[src/hdl/ycc_pkg.sv]
// ----------------------------------------------------------------------------
// ycc_pkg: shared definitions for the RGB to YCbCr 4:2:0 converter
// Holds the lane geometry, the BT.601 fixed-point coefficients and the
// result type that travels from the merge stage to the output port.
// ----------------------------------------------------------------------------
package ycc_pkg;

  // Lane geometry: eight pixels per group, chroma from every second pixel.
  localparam int unsigned LANES         = 8;
  localparam int unsigned LANE_SHIFT    = $clog2(LANES);
  localparam int unsigned CHROMA_LANES  = LANES / 2;
  localparam int unsigned PIX_W         = 8;
  localparam int unsigned LANES_W       = LANES * PIX_W;
  localparam int unsigned CHROMA_W      = CHROMA_LANES * PIX_W;

  // Row width register.
  localparam int unsigned ROW_WIDTH_W      = 13;
  localparam logic [ROW_WIDTH_W-1:0] ROW_WIDTH_RESET = 13'd640;
  localparam int unsigned MAX_ROW_PIXELS_DEF = 4096;

  // Accumulator width: every sum below stays inside 16 unsigned bits.
  localparam int unsigned ACC_W = 16;

  // Luma coefficients and offsets.
  localparam logic [ACC_W-1:0] Y_COEF_R   = 16'd66;
  localparam logic [ACC_W-1:0] Y_COEF_G   = 16'd129;
  localparam logic [ACC_W-1:0] Y_COEF_B   = 16'd25;
  localparam logic [ACC_W-1:0] ROUND_BIAS = 16'd128;
  localparam logic [PIX_W-1:0] Y_OFFSET   = 8'd16;

  // Chroma coefficients (magnitudes, signs applied in the lane).
  localparam logic [ACC_W-1:0] CB_COEF_R = 16'd38;
  localparam logic [ACC_W-1:0] CB_COEF_G = 16'd74;
  localparam logic [ACC_W-1:0] CB_COEF_B = 16'd112;
  localparam logic [ACC_W-1:0] CR_COEF_R = 16'd112;
  localparam logic [ACC_W-1:0] CR_COEF_G = 16'd94;
  localparam logic [ACC_W-1:0] CR_COEF_B = 16'd18;

  // Rounding bias plus the +128 output offset moved above the shift
  // (128 << 8), which keeps the chroma sum positive.
  localparam logic [ACC_W-1:0] CHROMA_BIAS = 16'd32896;

  // One converted group as it leaves the merge stage.
  typedef struct packed {
    logic                chroma_valid;
    logic [CHROMA_W-1:0] red_chroma;
    logic [CHROMA_W-1:0] blue_chroma;
    logic [LANES_W-1:0]  luma;
  } ycc_result_t;

endpackage

[src/hdl/ycc_luma_lane.sv]
// ----------------------------------------------------------------------------
// ycc_luma_lane: luma of one pixel
// Y = ((66R + 129G + 25B + 128) >> 8) + 16, wrapped to eight bits.
// ----------------------------------------------------------------------------
module ycc_luma_lane
  import ycc_pkg::*;
(
  input  logic [PIX_W-1:0] red_i,
  input  logic [PIX_W-1:0] green_i,
  input  logic [PIX_W-1:0] blue_i,
  output logic [PIX_W-1:0] luma_o
);

  logic [ACC_W-1:0] acc;

  // The weighted sum peaks near 56k, so 16 bits never overflow.
  assign acc = Y_COEF_R * ACC_W'(red_i) + Y_COEF_G * ACC_W'(green_i)
             + Y_COEF_B * ACC_W'(blue_i) + ROUND_BIAS;

  assign luma_o = acc[ACC_W-1:ACC_W-PIX_W] + Y_OFFSET;

endmodule

[src/hdl/ycc_chroma_lane.sv]
// ----------------------------------------------------------------------------
// ycc_chroma_lane: Cb and Cr of one even pixel
// Cb = ((-38R - 74G + 112B + 128) >> 8) + 128 and
// Cr = ((112R - 94G - 18B + 128) >> 8) + 128, floor shift, eight bits.
// ----------------------------------------------------------------------------
module ycc_chroma_lane
  import ycc_pkg::*;
(
  input  logic [PIX_W-1:0] red_i,
  input  logic [PIX_W-1:0] green_i,
  input  logic [PIX_W-1:0] blue_i,
  output logic [PIX_W-1:0] blue_chroma_o,
  output logic [PIX_W-1:0] red_chroma_o
);

  logic [ACC_W-1:0] cb_acc;
  logic [ACC_W-1:0] cr_acc;

  // With the +128 offset folded in above the shift, both sums stay between
  // about 4k and 61k, so modulo-2^16 arithmetic gives the exact value and
  // the floor shift becomes a plain bit select.
  assign cb_acc = CHROMA_BIAS + CB_COEF_B * ACC_W'(blue_i)
                - CB_COEF_R * ACC_W'(red_i) - CB_COEF_G * ACC_W'(green_i);
  assign cr_acc = CHROMA_BIAS + CR_COEF_R * ACC_W'(red_i)
                - CR_COEF_G * ACC_W'(green_i) - CR_COEF_B * ACC_W'(blue_i);

  assign blue_chroma_o = cb_acc[ACC_W-1:ACC_W-PIX_W];
  assign red_chroma_o  = cr_acc[ACC_W-1:ACC_W-PIX_W];

endmodule

[src/hdl/ycc_row_ctrl.sv]
// ----------------------------------------------------------------------------
// ycc_row_ctrl: row width register and row parity tracking
// Counts accepted groups along the row and flips the row parity when the
// last group of a row goes by.
// ----------------------------------------------------------------------------
module ycc_row_ctrl
  import ycc_pkg::*;
#(
  parameter int unsigned MAX_ROW_PIXELS = MAX_ROW_PIXELS_DEF
) (
  input  logic                   clk_i,
  input  logic                   rst_ni,
  input  logic                   cfg_wr_en_i,
  input  logic [ROW_WIDTH_W-1:0] cfg_wr_data_i,
  input  logic                   accept_i,
  output logic                   odd_row_o
);

  localparam int unsigned GROUPS_MAX = MAX_ROW_PIXELS / LANES;
  localparam int unsigned GROUP_W    = (GROUPS_MAX > 1) ? $clog2(GROUPS_MAX) : 1;
  localparam int unsigned RAW_W      = ROW_WIDTH_W - LANE_SHIFT;
  localparam int unsigned LIM_W0     = $clog2(GROUPS_MAX + 1);
  localparam int unsigned CNT_W      = ((LIM_W0 > RAW_W) ? LIM_W0 : RAW_W) + 1;

  logic [ROW_WIDTH_W-1:0] row_width_q;
  logic [GROUP_W-1:0]     group_q, group_d;
  logic                   odd_row_q, odd_row_d;
  logic [CNT_W-1:0]       raw_groups;
  logic [CNT_W-1:0]       group_limit;
  logic                   row_end;

  // Groups per row: width / 8, at least one, at most MAX_ROW_PIXELS / 8.
  assign raw_groups = CNT_W'(row_width_q[ROW_WIDTH_W-1:LANE_SHIFT]);

  always_comb begin
    priority if (raw_groups == '0) begin
      group_limit = CNT_W'(1);
    end else if (raw_groups > CNT_W'(GROUPS_MAX)) begin
      group_limit = CNT_W'(GROUPS_MAX);
    end else begin
      group_limit = raw_groups;
    end
  end

  // A counter already at or past a shortened row's end closes the row now.
  assign row_end = (CNT_W'(group_q) + CNT_W'(1)) >= group_limit;

  always_comb begin
    group_d   = group_q;
    odd_row_d = odd_row_q;
    if (accept_i) begin
      if (row_end) begin
        group_d   = '0;
        odd_row_d = ~odd_row_q;
      end else begin
        group_d = group_q + GROUP_W'(1);
      end
    end
  end

  // Configuration register and position state.
  always_ff @(posedge clk_i or negedge rst_ni) begin
    if (!rst_ni) begin
      row_width_q <= ROW_WIDTH_RESET;
      group_q     <= '0;
      odd_row_q   <= 1'b0;
    end else begin
      if (cfg_wr_en_i) begin
        row_width_q <= cfg_wr_data_i;
      end
      group_q   <= group_d;
      odd_row_q <= odd_row_d;
    end
  end

  assign odd_row_o = odd_row_q;

  // The group index never reaches the largest row length.
  a_group_in_range: assert property (@(posedge clk_i) disable iff (!rst_ni)
    CNT_W'(group_q) < CNT_W'(GROUPS_MAX))
    else $error("group index out of range");

  // A parity flip always starts the next row at its first group.
  a_flip_restarts_row: assert property (@(posedge clk_i) disable iff (!rst_ni)
    (accept_i && row_end) |=> (group_q == '0 && odd_row_q != $past(odd_row_q)))
    else $error("row end did not restart the row");

endmodule

[src/hdl/ycc_out_buf.sv]
// ----------------------------------------------------------------------------
// ycc_out_buf: lane merge stage and output register with skid entry
// Packs the lane results into one result, blanks chroma on odd rows, and
// holds it in an output register backed by a skid entry so the input side
// can take one more request while a result waits.
// ----------------------------------------------------------------------------
module ycc_out_buf
  import ycc_pkg::*;
(
  input  logic                clk_i,
  input  logic                rst_ni,
  input  logic                s_valid_i,
  output logic                s_ready_o,
  input  logic [LANES_W-1:0]  luma_i,
  input  logic [CHROMA_W-1:0] blue_chroma_i,
  input  logic [CHROMA_W-1:0] red_chroma_i,
  input  logic                odd_row_i,
  output logic                m_valid_o,
  input  logic                m_ready_i,
  output ycc_result_t         result_o
);

  ycc_result_t merged;
  ycc_result_t out_q, skid_q;
  logic        out_valid_q, skid_valid_q;
  logic        accept;
  logic        out_free;

  // Merge: odd rows carry no chroma samples.
  always_comb begin
    merged.luma         = luma_i;
    merged.blue_chroma  = odd_row_i ? '0 : blue_chroma_i;
    merged.red_chroma   = odd_row_i ? '0 : red_chroma_i;
    merged.chroma_valid = ~odd_row_i;
  end

  assign s_ready_o = ~skid_valid_q;
  assign accept    = s_valid_i & s_ready_o;
  assign out_free  = ~out_valid_q | m_ready_i;

  // Valid flags.
  always_ff @(posedge clk_i or negedge rst_ni) begin
    if (!rst_ni) begin
      out_valid_q  <= 1'b0;
      skid_valid_q <= 1'b0;
    end else begin
      if (out_free) begin
        out_valid_q  <= skid_valid_q | accept;
        skid_valid_q <= 1'b0;
      end else if (accept) begin
        skid_valid_q <= 1'b1;
      end
    end
  end

  // Payload registers.
  always_ff @(posedge clk_i) begin
    if (out_free) begin
      if (skid_valid_q) begin
        out_q <= skid_q;
      end else if (accept) begin
        out_q <= merged;
      end
    end else if (accept) begin
      skid_q <= merged;
    end
  end

  assign m_valid_o = out_valid_q;
  assign result_o  = out_q;

  // The skid entry is only ever filled behind a waiting output register.
  a_skid_behind_out: assert property (@(posedge clk_i) disable iff (!rst_ni)
    skid_valid_q |-> out_valid_q)
    else $error("skid entry holds data while output register is empty");

  // A request taken while the output stalls lands in the skid entry.
  a_stall_fills_skid: assert property (@(posedge clk_i) disable iff (!rst_ni)
    (accept && out_valid_q && !m_ready_i) |=> skid_valid_q)
    else $error("request lost during output stall");

endmodule

[src/hdl/rgb_to_ycbcr_420_converter.sv]
// ----------------------------------------------------------------------------
// rgb_to_ycbcr_420_converter: BT.601 RGB888 to YCbCr 4:2:0, eight pixels wide
// Top level: eight luma lanes, four chroma lanes, row tracking and the
// output stage.
// ----------------------------------------------------------------------------
// The block takes one request of eight RGB888 pixels per clock cycle while
// it is ready and registers its result in the output stage. All eight luma
// lanes and four chroma lanes compute in parallel, combinationally, so the
// sustained rate is one group per cycle whenever the output side is ready;
// a two-entry output stage (output register plus skid entry) keeps the input
// ready for one more request while a result waits. Row parity comes from a
// group counter driven by the row width register (pixels per row, reset
// 640); even rows carry four Cb and four Cr samples from pixels 0, 2, 4 and
// 6 and set the tuser flag, odd rows carry zero chroma. Write the row width
// only while no request is in flight.
module rgb_to_ycbcr_420_converter
  import ycc_pkg::*;
#(
  parameter int unsigned MAX_ROW_PIXELS = MAX_ROW_PIXELS_DEF
) (
  input  logic                   clk_i,
  input  logic                   rst_ni,
  // Row width configuration.
  input  logic                   cfg_wr_en_i,
  input  logic [ROW_WIDTH_W-1:0] cfg_wr_data_i,
  // Input stream.
  input  logic                   s_axis_tvalid,
  output logic                   s_axis_tready,
  input  logic [3*LANES_W-1:0]   s_axis_tdata,  // red_lanes, green_lanes, blue_lanes
  // Output stream.
  output logic                   m_axis_tvalid,
  input  logic                   m_axis_tready,
  output logic [LANES_W+2*CHROMA_W-1:0] m_axis_tdata,
                                 // luma_lanes, blue_chroma_lanes, red_chroma_lanes
  output logic                   m_axis_tuser   // chroma_valid
);

  logic [LANES_W-1:0]  red_lanes, green_lanes, blue_lanes;
  logic [LANES_W-1:0]  luma_lanes;
  logic [CHROMA_W-1:0] blue_chroma_lanes, red_chroma_lanes;
  logic                odd_row;
  logic                in_accept;
  ycc_result_t         result;

  assign red_lanes   = s_axis_tdata[LANES_W-1:0];
  assign green_lanes = s_axis_tdata[2*LANES_W-1:LANES_W];
  assign blue_lanes  = s_axis_tdata[3*LANES_W-1:2*LANES_W];
  assign in_accept   = s_axis_tvalid & s_axis_tready;

  // Luma for every pixel, chroma for every even pixel.
  for (genvar k = 0; k < LANES; k++) begin : g_luma
    ycc_luma_lane u_luma (
      .red_i   (red_lanes[k*PIX_W +: PIX_W]),
      .green_i (green_lanes[k*PIX_W +: PIX_W]),
      .blue_i  (blue_lanes[k*PIX_W +: PIX_W]),
      .luma_o  (luma_lanes[k*PIX_W +: PIX_W])
    );
  end

  for (genvar k = 0; k < CHROMA_LANES; k++) begin : g_chroma
    ycc_chroma_lane u_chroma (
      .red_i         (red_lanes[2*k*PIX_W +: PIX_W]),
      .green_i       (green_lanes[2*k*PIX_W +: PIX_W]),
      .blue_i        (blue_lanes[2*k*PIX_W +: PIX_W]),
      .blue_chroma_o (blue_chroma_lanes[k*PIX_W +: PIX_W]),
      .red_chroma_o  (red_chroma_lanes[k*PIX_W +: PIX_W])
    );
  end

  // Row position and parity.
  ycc_row_ctrl #(
    .MAX_ROW_PIXELS (MAX_ROW_PIXELS)
  ) u_row_ctrl (
    .clk_i         (clk_i),
    .rst_ni        (rst_ni),
    .cfg_wr_en_i   (cfg_wr_en_i),
    .cfg_wr_data_i (cfg_wr_data_i),
    .accept_i      (in_accept),
    .odd_row_o     (odd_row)
  );

  // Merge and output stage.
  ycc_out_buf u_out_buf (
    .clk_i         (clk_i),
    .rst_ni        (rst_ni),
    .s_valid_i     (s_axis_tvalid),
    .s_ready_o     (s_axis_tready),
    .luma_i        (luma_lanes),
    .blue_chroma_i (blue_chroma_lanes),
    .red_chroma_i  (red_chroma_lanes),
    .odd_row_i     (odd_row),
    .m_valid_o     (m_axis_tvalid),
    .m_ready_i     (m_axis_tready),
    .result_o      (result)
  );

  assign m_axis_tdata = {result.red_chroma, result.blue_chroma, result.luma};
  assign m_axis_tuser = result.chroma_valid;

endmodule
[config.mk]
export PLATFORM = sky130hd
export DESIGN_NAME = rgb_to_ycbcr_420_converter
export DESIGN_NICKNAME = d
export VERILOG_FILES = /design/src/hdl/ycc_pkg.sv /design/src/hdl/ycc_luma_lane.sv /design/src/hdl/ycc_chroma_lane.sv /design/src/hdl/ycc_row_ctrl.sv /design/src/hdl/ycc_out_buf.sv /design/src/hdl/rgb_to_ycbcr_420_converter.sv
export SDC_FILE = /design/constraint.sdc
export NUM_CORES = 2
export LEC_CHECK = 0
export BUFFER_PORTS_ARGS = -buffer_cell sky130_fd_sc_hd__buf_4
export CAP_MARGIN = 20
export CORE_ASPECT_RATIO = 0.8
export CORE_MARGIN = 5
export CORE_UTILIZATION = 35
export CTS_BUF_LIST = sky130_fd_sc_hd__clkbuf_4
export DETAILED_ROUTE_END_ITERATION = 10
export PLACE_DENSITY = 0.62
export SLEW_MARGIN = 0
export SYNTH_ARGS = -nofsm -noshare
export SYNTH_HDL_FRONTEND = slang
export SYNTH_SLANG_ARGS = --single-unit
[constraint.sdc]
create_clock -name clk_i -period 17.5 [get_ports clk_i]
set_input_delay 2.625 -clock clk_i [delete_from_list [all_inputs] [get_ports clk_i]]
set_output_delay 2.625 -clock clk_i [all_outputs]
set_load 0.05 [all_outputs]
# Word level (Yosys, flattened, before mapping)
# Index checks and enable logic that the tools add are counted.
# op_classes
addsub	58
bitwise	7
n_reduce_logical	6
mux	9
mul	48
order_cmp	2
# ops
op	n
$mux W129	2
$mul A6 B8 Y14 const A	16
$mul A5 B8 Y13 const A	12
$add A15 B16 Y16	8
$add A16 B13 Y16	8
$add A16 B15 Y16 const A	8
$add A16 B8 Y16 const B	8
$mul A8 B8 Y16 const A	8
$sub A16 B15 Y16	8
$mul A3 B8 Y11 const A	8
$add A8 B5 Y8 const B	8
$mux W32	2
$sub A16 B13 Y16	4
$sub A16 B14 Y16	4
$mul A4 B8 Y12 const A	4
$mux W10	2
$ge A11 B10 Y1	1
$logic_not A11 Y1	1
$add A9 B1 Y10 const B	1
$gt A10 B10 Y1 const B	1
$add A9 B1 Y9 const B	1
$mux W9	1
$reduce_and A2 Y1	3
$not A1 Y1	4
other kinds (4)	7
# word_totals
ff_bits	283
output_inout_bits	131
word_cells	143

# Logic depth before layout (Yosys ltp)
# depth
depth_word	7
ltp_mapped	27
mapped_depth_nobuf	27

# Modules after synthesis
# Synthesis repeated with hierarchy kept, for this count alone.
# unflattened
hier_cells	4741
area_unflattened_um2	48969.5
# by_module_without_submodules
mod	seq_area_each_um2	instances	cells_per_inst	area_per_inst_um2
ycc_chroma_lane	0.0	4	612	5363.9
ycc_out_buf	7797.5	1	484	10042.1
ycc_luma_lane (g_luma[3].u_luma ...)	0.0	3	205	1983.2
ycc_luma_lane (g_luma[7].u_luma)	0.0	1	215	2069.5
ycc_luma_lane (g_luma[6].u_luma)	0.0	1	214	2064.5
ycc_luma_lane (g_luma[2].u_luma)	0.0	1	216	2063.2
ycc_luma_lane (g_luma[0].u_luma)	0.0	1	214	2042.0
ycc_luma_lane (g_luma[1].u_luma)	0.0	1	209	2040.7
ycc_row_ctrl	503.0	1	125	1236.2
rgb_to_ycbcr_420_converter	0.0	1	1	6.3

# Worst setup path after synthesis
# OpenSTA, ideal clock, no wires.
# synth_timing
path_kind	in2reg
start	in m_axis_tready
end	reg u_out_buf.skid_q[0] (netlist name), enable pin
required_time_ps	16881
arrival_ps	8187
path_stages	2
path_slack_ps	8693
path_cell_list	nand2b_1 -> nor2_1
# synth_via
elab_chain_len	3
# synth_rtl
item	line_no	source
from (decl)	rgb_to_ycbcr_420_converter.sv:32	input logic m_axis_tready,
$or A1 B1 Y1	ycc_out_buf.sv:39	assign out_free = ~out_valid_q | m_ready_i;
$not A1 Y1 (no source line)	-	
$reduce_and A2 Y1 (no source line)	-	
to (signal assigned)	ycc_out_buf.sv:65	skid_q <= merged;
to (decl)	ycc_out_buf.sv:24	ycc_result_t out_q, skid_q;
# No other way between the ends.
# A chain may end at the register's enable or synchronous reset.

# Final worst setup path
# layout_timing
start	in s_axis_tdata[2]
end	reg u_out_buf.out_q (netlist bit u_out_buf.result_o[7]) (data pin)
# layout_via
elab_chain_len	7
# layout_rtl
item	line_no	source
from (decl)	rgb_to_ycbcr_420_converter.sv:29	input logic [3*LANES_W-1:0] s_axis_tdata,
$mul A6 B8 Y14	ycc_luma_lane.sv:17	assign acc = Y_COEF_R * ACC_W'(red_i) + Y_COEF_G * ACC_W'(green_i)
$add A15 B16 Y16	ycc_luma_lane.sv:17	
$add A16 B13 Y16	ycc_luma_lane.sv:18	+ Y_COEF_B * ACC_W'(blue_i) + ROUND_BIAS;
$add A16 B8 Y16	ycc_luma_lane.sv:18	
$add A8 B5 Y8	ycc_luma_lane.sv:20	assign luma_o = acc[ACC_W-1:ACC_W-PIX_W] + Y_OFFSET;
net g_luma[0].u_luma.luma_o[7]	ycc_luma_lane.sv:11	output logic [PIX_W-1:0] luma_o
$mux W129	ycc_out_buf.sv:61	end else if (accept) begin
$mux W129	ycc_out_buf.sv:59	if (skid_valid_q) begin
to (signal assigned)	ycc_out_buf.sv:60	out_q <= skid_q;
to (signal assigned)	ycc_out_buf.sv:62	out_q <= merged;
to (decl)	ycc_out_buf.sv:24	
# The timed path passes the listed nets, and every way through them passes these cells. The select of a mux whose other input is x is not followed.

==> results.yml <==
run_status:
  status: "completed"
floorplan:
  die_y_um: 336.7
  design.core.area_um2: 132100
  io-pin-count: 341
  initial_core_util_pct: 35.35
  placement_rows: 119
  die_x_um: 418.3
  die_area_um2: 140800
worst_setup_path:
  crit_chain: "buf_4 > ha_1 > ha_1 > ha_1 > fa_1 > xor2_1 > ha_1 > inv_1 > fa_1 > inv_1 > fa_1 > fa_1 > ha_1 > ha_1 > and3_1 > a221oi_2 > o21ai_2 > a2111oi_2 > nor3_1 > maj3_2 > a21oi_2 > xnor2_1 > mux2_2"
  r2r_start: "u_out_buf.skid_valid_q$_DFFE_PN0P_"
  cp_slowest_cell: "fa_1"
  max_stage_delay_ns: 0.51
  critPathKind: "input port to register"
  cp_common_cell: "ha_1"
  worstPathArrival_ns: 8.73
  crit_end: "u_out_buf.result_o[7]$_DFFE_PP_"
  worstReg2RegEnd: "u_out_buf.skid_q[91]$_DFFE_PP_"
  worstRegToRegCells: 5
  crit_family: "adder cells"
  critPathMaxFanout: 8
  crit_path_start: "s_axis_tdata[2]"
  cp-start-kind: "input port"
  required_ns: 18.19
  rrSetupSlack_ns: 13.60
  end_kind: "register"
  cp_num_buf_inv: 3
  cp.depth: 23
finish:
  area_growth_pct: 12.68
  stdcell_count: 6793
  fillers: 12936
  drive_gt1_share_pct: 11.62
  multi_input_area_um2: 34460
  fin_util_pct: 39.83
  regArea_um2: 8308
  nets: 6820
logic_synthesis:
  synth.area.top_cells: "ha_1, fa_1, edfxtp_1"
  seq_area_frac_synth_pct: 17.78
  synth_ff_type: "edfxtp_1"
  synth_nets: 6421
  synthTopCellsByCount: "ha_1, inv_1, fa_1, xnor2_1, edfxtp_1"
  ys_types: 82
  postSynthCellCount: 4569
  ys_ff_latch: 280
  netlist_area_um2: 46680
  post_synth.cell_area_avg_um2: 10.22
  yosysTopAreaCell: "ha_1"
  synth_edf_count: 258
  synthArstFlopShare_pct: 7.857
  synth_most_common_cell: "ha_1"
  yosys_warnings: 0
  synth.top_cell.area_share_pct: 31.89
global_routing:
  grt_max_degree: 63
  overflow: 0
  track_usage_pct: 15.82
  antenna_found_initial: 3
  grt_pass1_vias: 33327
  grt_pass1_wl_um: 176300
placed_design:
  post-dp-hpwl_um: 91450
  gp_congestion: 0.8492
  numPortBuffers: 337
  placed_cells: 6633
  place_ws_ns: 8.450
timing:
  finalClockSkew_ns: 0.05670
  fin_crit_ns: 8.037
  worst_pin_slew_ns: 0.8698
  slew_headroom_pct: 42.01
  fin_setup_tns_ns: 0
  fmax_mhz: 124.4
  drv_slew: 0
  worst_slack_ns: 9.463
  fin_crit_sh_pct: 45.93
  rsz0062_at_grt: "no"
  hold_viol: 0
  setup_viol: 0
detailed_routing:
  first_pass_iters: 5
  drcViolationCount: 0
  drtIter0Drc: 1093
  totalWireLength_um: 109300
  via_per_inst: 4.671
  avgRoutedWirePerCell_um: 16.09
  final_antenna_net_count: 0
  vias: 31729
clock_tree:
  clock-sinks: 280
  cts.path.max_buffers: 3
  post_cts_buffers: 0
  cts_made_buffers: 85
  cts_hold_buf: 0
  insertion_delay_ns: 0.95
  cts_max_level: 3
  cts_tree: "done"
  root_buffer: "clkbuf_4"
  cts-resized-gates: 0
  clk_pin_slew_ns: 0.07
min_path:
  hold_class: "register to register"
job:
  cap_violations: 0
## through the flow
| step | cell area (um^2) | hold slack [ns] |
|---|---|---|
| after floorplan | 46680 | 0.4814 |
| after global placement | 51370 | 0.4947 |
| after detailed placement | 51370 | 0.4964 |
| after CTS | 52560 | 0.4919 |
| after global routing | 52600 | 0.5179 |
| final | 52600 | 0.4863 |
## tightest hold or removal path, stage by stage, from the launching register on
cell and delay [ns]:
edfxtp_1 0.33, nand2_1 0.05, o31ai_1 0.06
## flip-flops by register name, summed over array words and instances, names as in the netlist
signal,flops
u_out_buf.skid_q,129
u_out_buf.result_o,129
u_row_ctrl.row_width_q,10
u_out_buf.m_valid_o,1
u_out_buf.skid_valid_q,1
u_row_ctrl.group_q,9
u_row_ctrl.odd_row_o,1
## cells by family after synthesis
kind of cell	count (synthesis)	synth area share (%)
adder cells (fa/ha/maj)	1643	51.30
buffers and inverters	1049	8.434
AO/OA/AOI/OAI	626	8.740
AND/OR/NAND/NOR	552	5.433
XOR/XNOR	343	6.481
flip-flops	280	17.78
multiplexers	76	1.833
## cell type report
cell class	count	area share (%)
multi-input combinational	3240	65.51
sequential	280	15.79
inverter	1013	7.233
timing repair buffer	348	4.990
tap	1754	4.172
clock buffer	117	1.670
clock inverter	35	0.6018
antenna	6	0.02854
## layout by cell type (no fill, tap or decap), drive strengths merged, types with 11 or more instances in the layout
| master | count |
|---|---|
| o21ai | 86 |
| and3 | 13 |
| and2 | 16 |
| nand3 | 13 |
| o21bai | 93 |
| nor3 | 39 |
| o31ai | 46 |
| a21oi | 212 |
| inv | 1013 |
| fa | 452 |
| buf | 347 |
| a21boi | 15 |
| a31oi | 11 |
| nand2 | 179 |
| o21a | 28 |
| clkbuf | 118 |
| nand2b | 14 |
| a211oi | 11 |
| mux2 | 73 |
| ha | 1190 |
| nor2 | 187 |
| clkinv | 25 |
| xnor2 | 260 |
| edfxtp | 258 |
| a21o | 66 |
| nor2b | 42 |
| dfrtp | 20 |
| xor2 | 82 |
## layer usage
metal / global-route usage [%] / share of wire (%) / wire length (um) / vias up
met5: 0 / 0 / 0 / -
met4: 4.873 / 2.8 / 3009 / 0
met3: 2.523 / 4.0 / 4418 / 127
met2: 26.12 / 45 / 49540 / 453
met1: 21.39 / 48 / 52310 / 15069
li1: - / - / - / 16080
## worst min-delay path by stage
stage,from,end,slack (ns),cells after the start
6_report,u_out_buf.skid_q[91]$_DFFE_PP_,u_out_buf.result_o[91]$_DFFE_PP_,0.49,2
5_1_grt,u_out_buf.skid_q[91]$_DFFE_PP_,u_out_buf.result_o[91]$_DFFE_PP_,0.52,2
4_1_cts,u_out_buf.skid_q[91]$_DFFE_PP_,u_out_buf.result_o[91]$_DFFE_PP_,0.49,2
3_5_place_dp,u_out_buf.skid_q[19]$_DFFE_PP_,u_out_buf.result_o[19]$_DFFE_PP_,0.50,2
3_3_place_gp,u_out_buf.skid_q[9]$_DFFE_PP_,u_out_buf.result_o[9]$_DFFE_PP_,0.49,2
2_1_floorplan,u_row_ctrl.row_width_q[3]$_DFFE_PN0P_,u_row_ctrl.row_width_q[3]$_DFFE_PN0P_,0.48,1
Power is not shown: default switching activity piles up to over one toggle a cycle in this logic, so the estimate is an artifact.
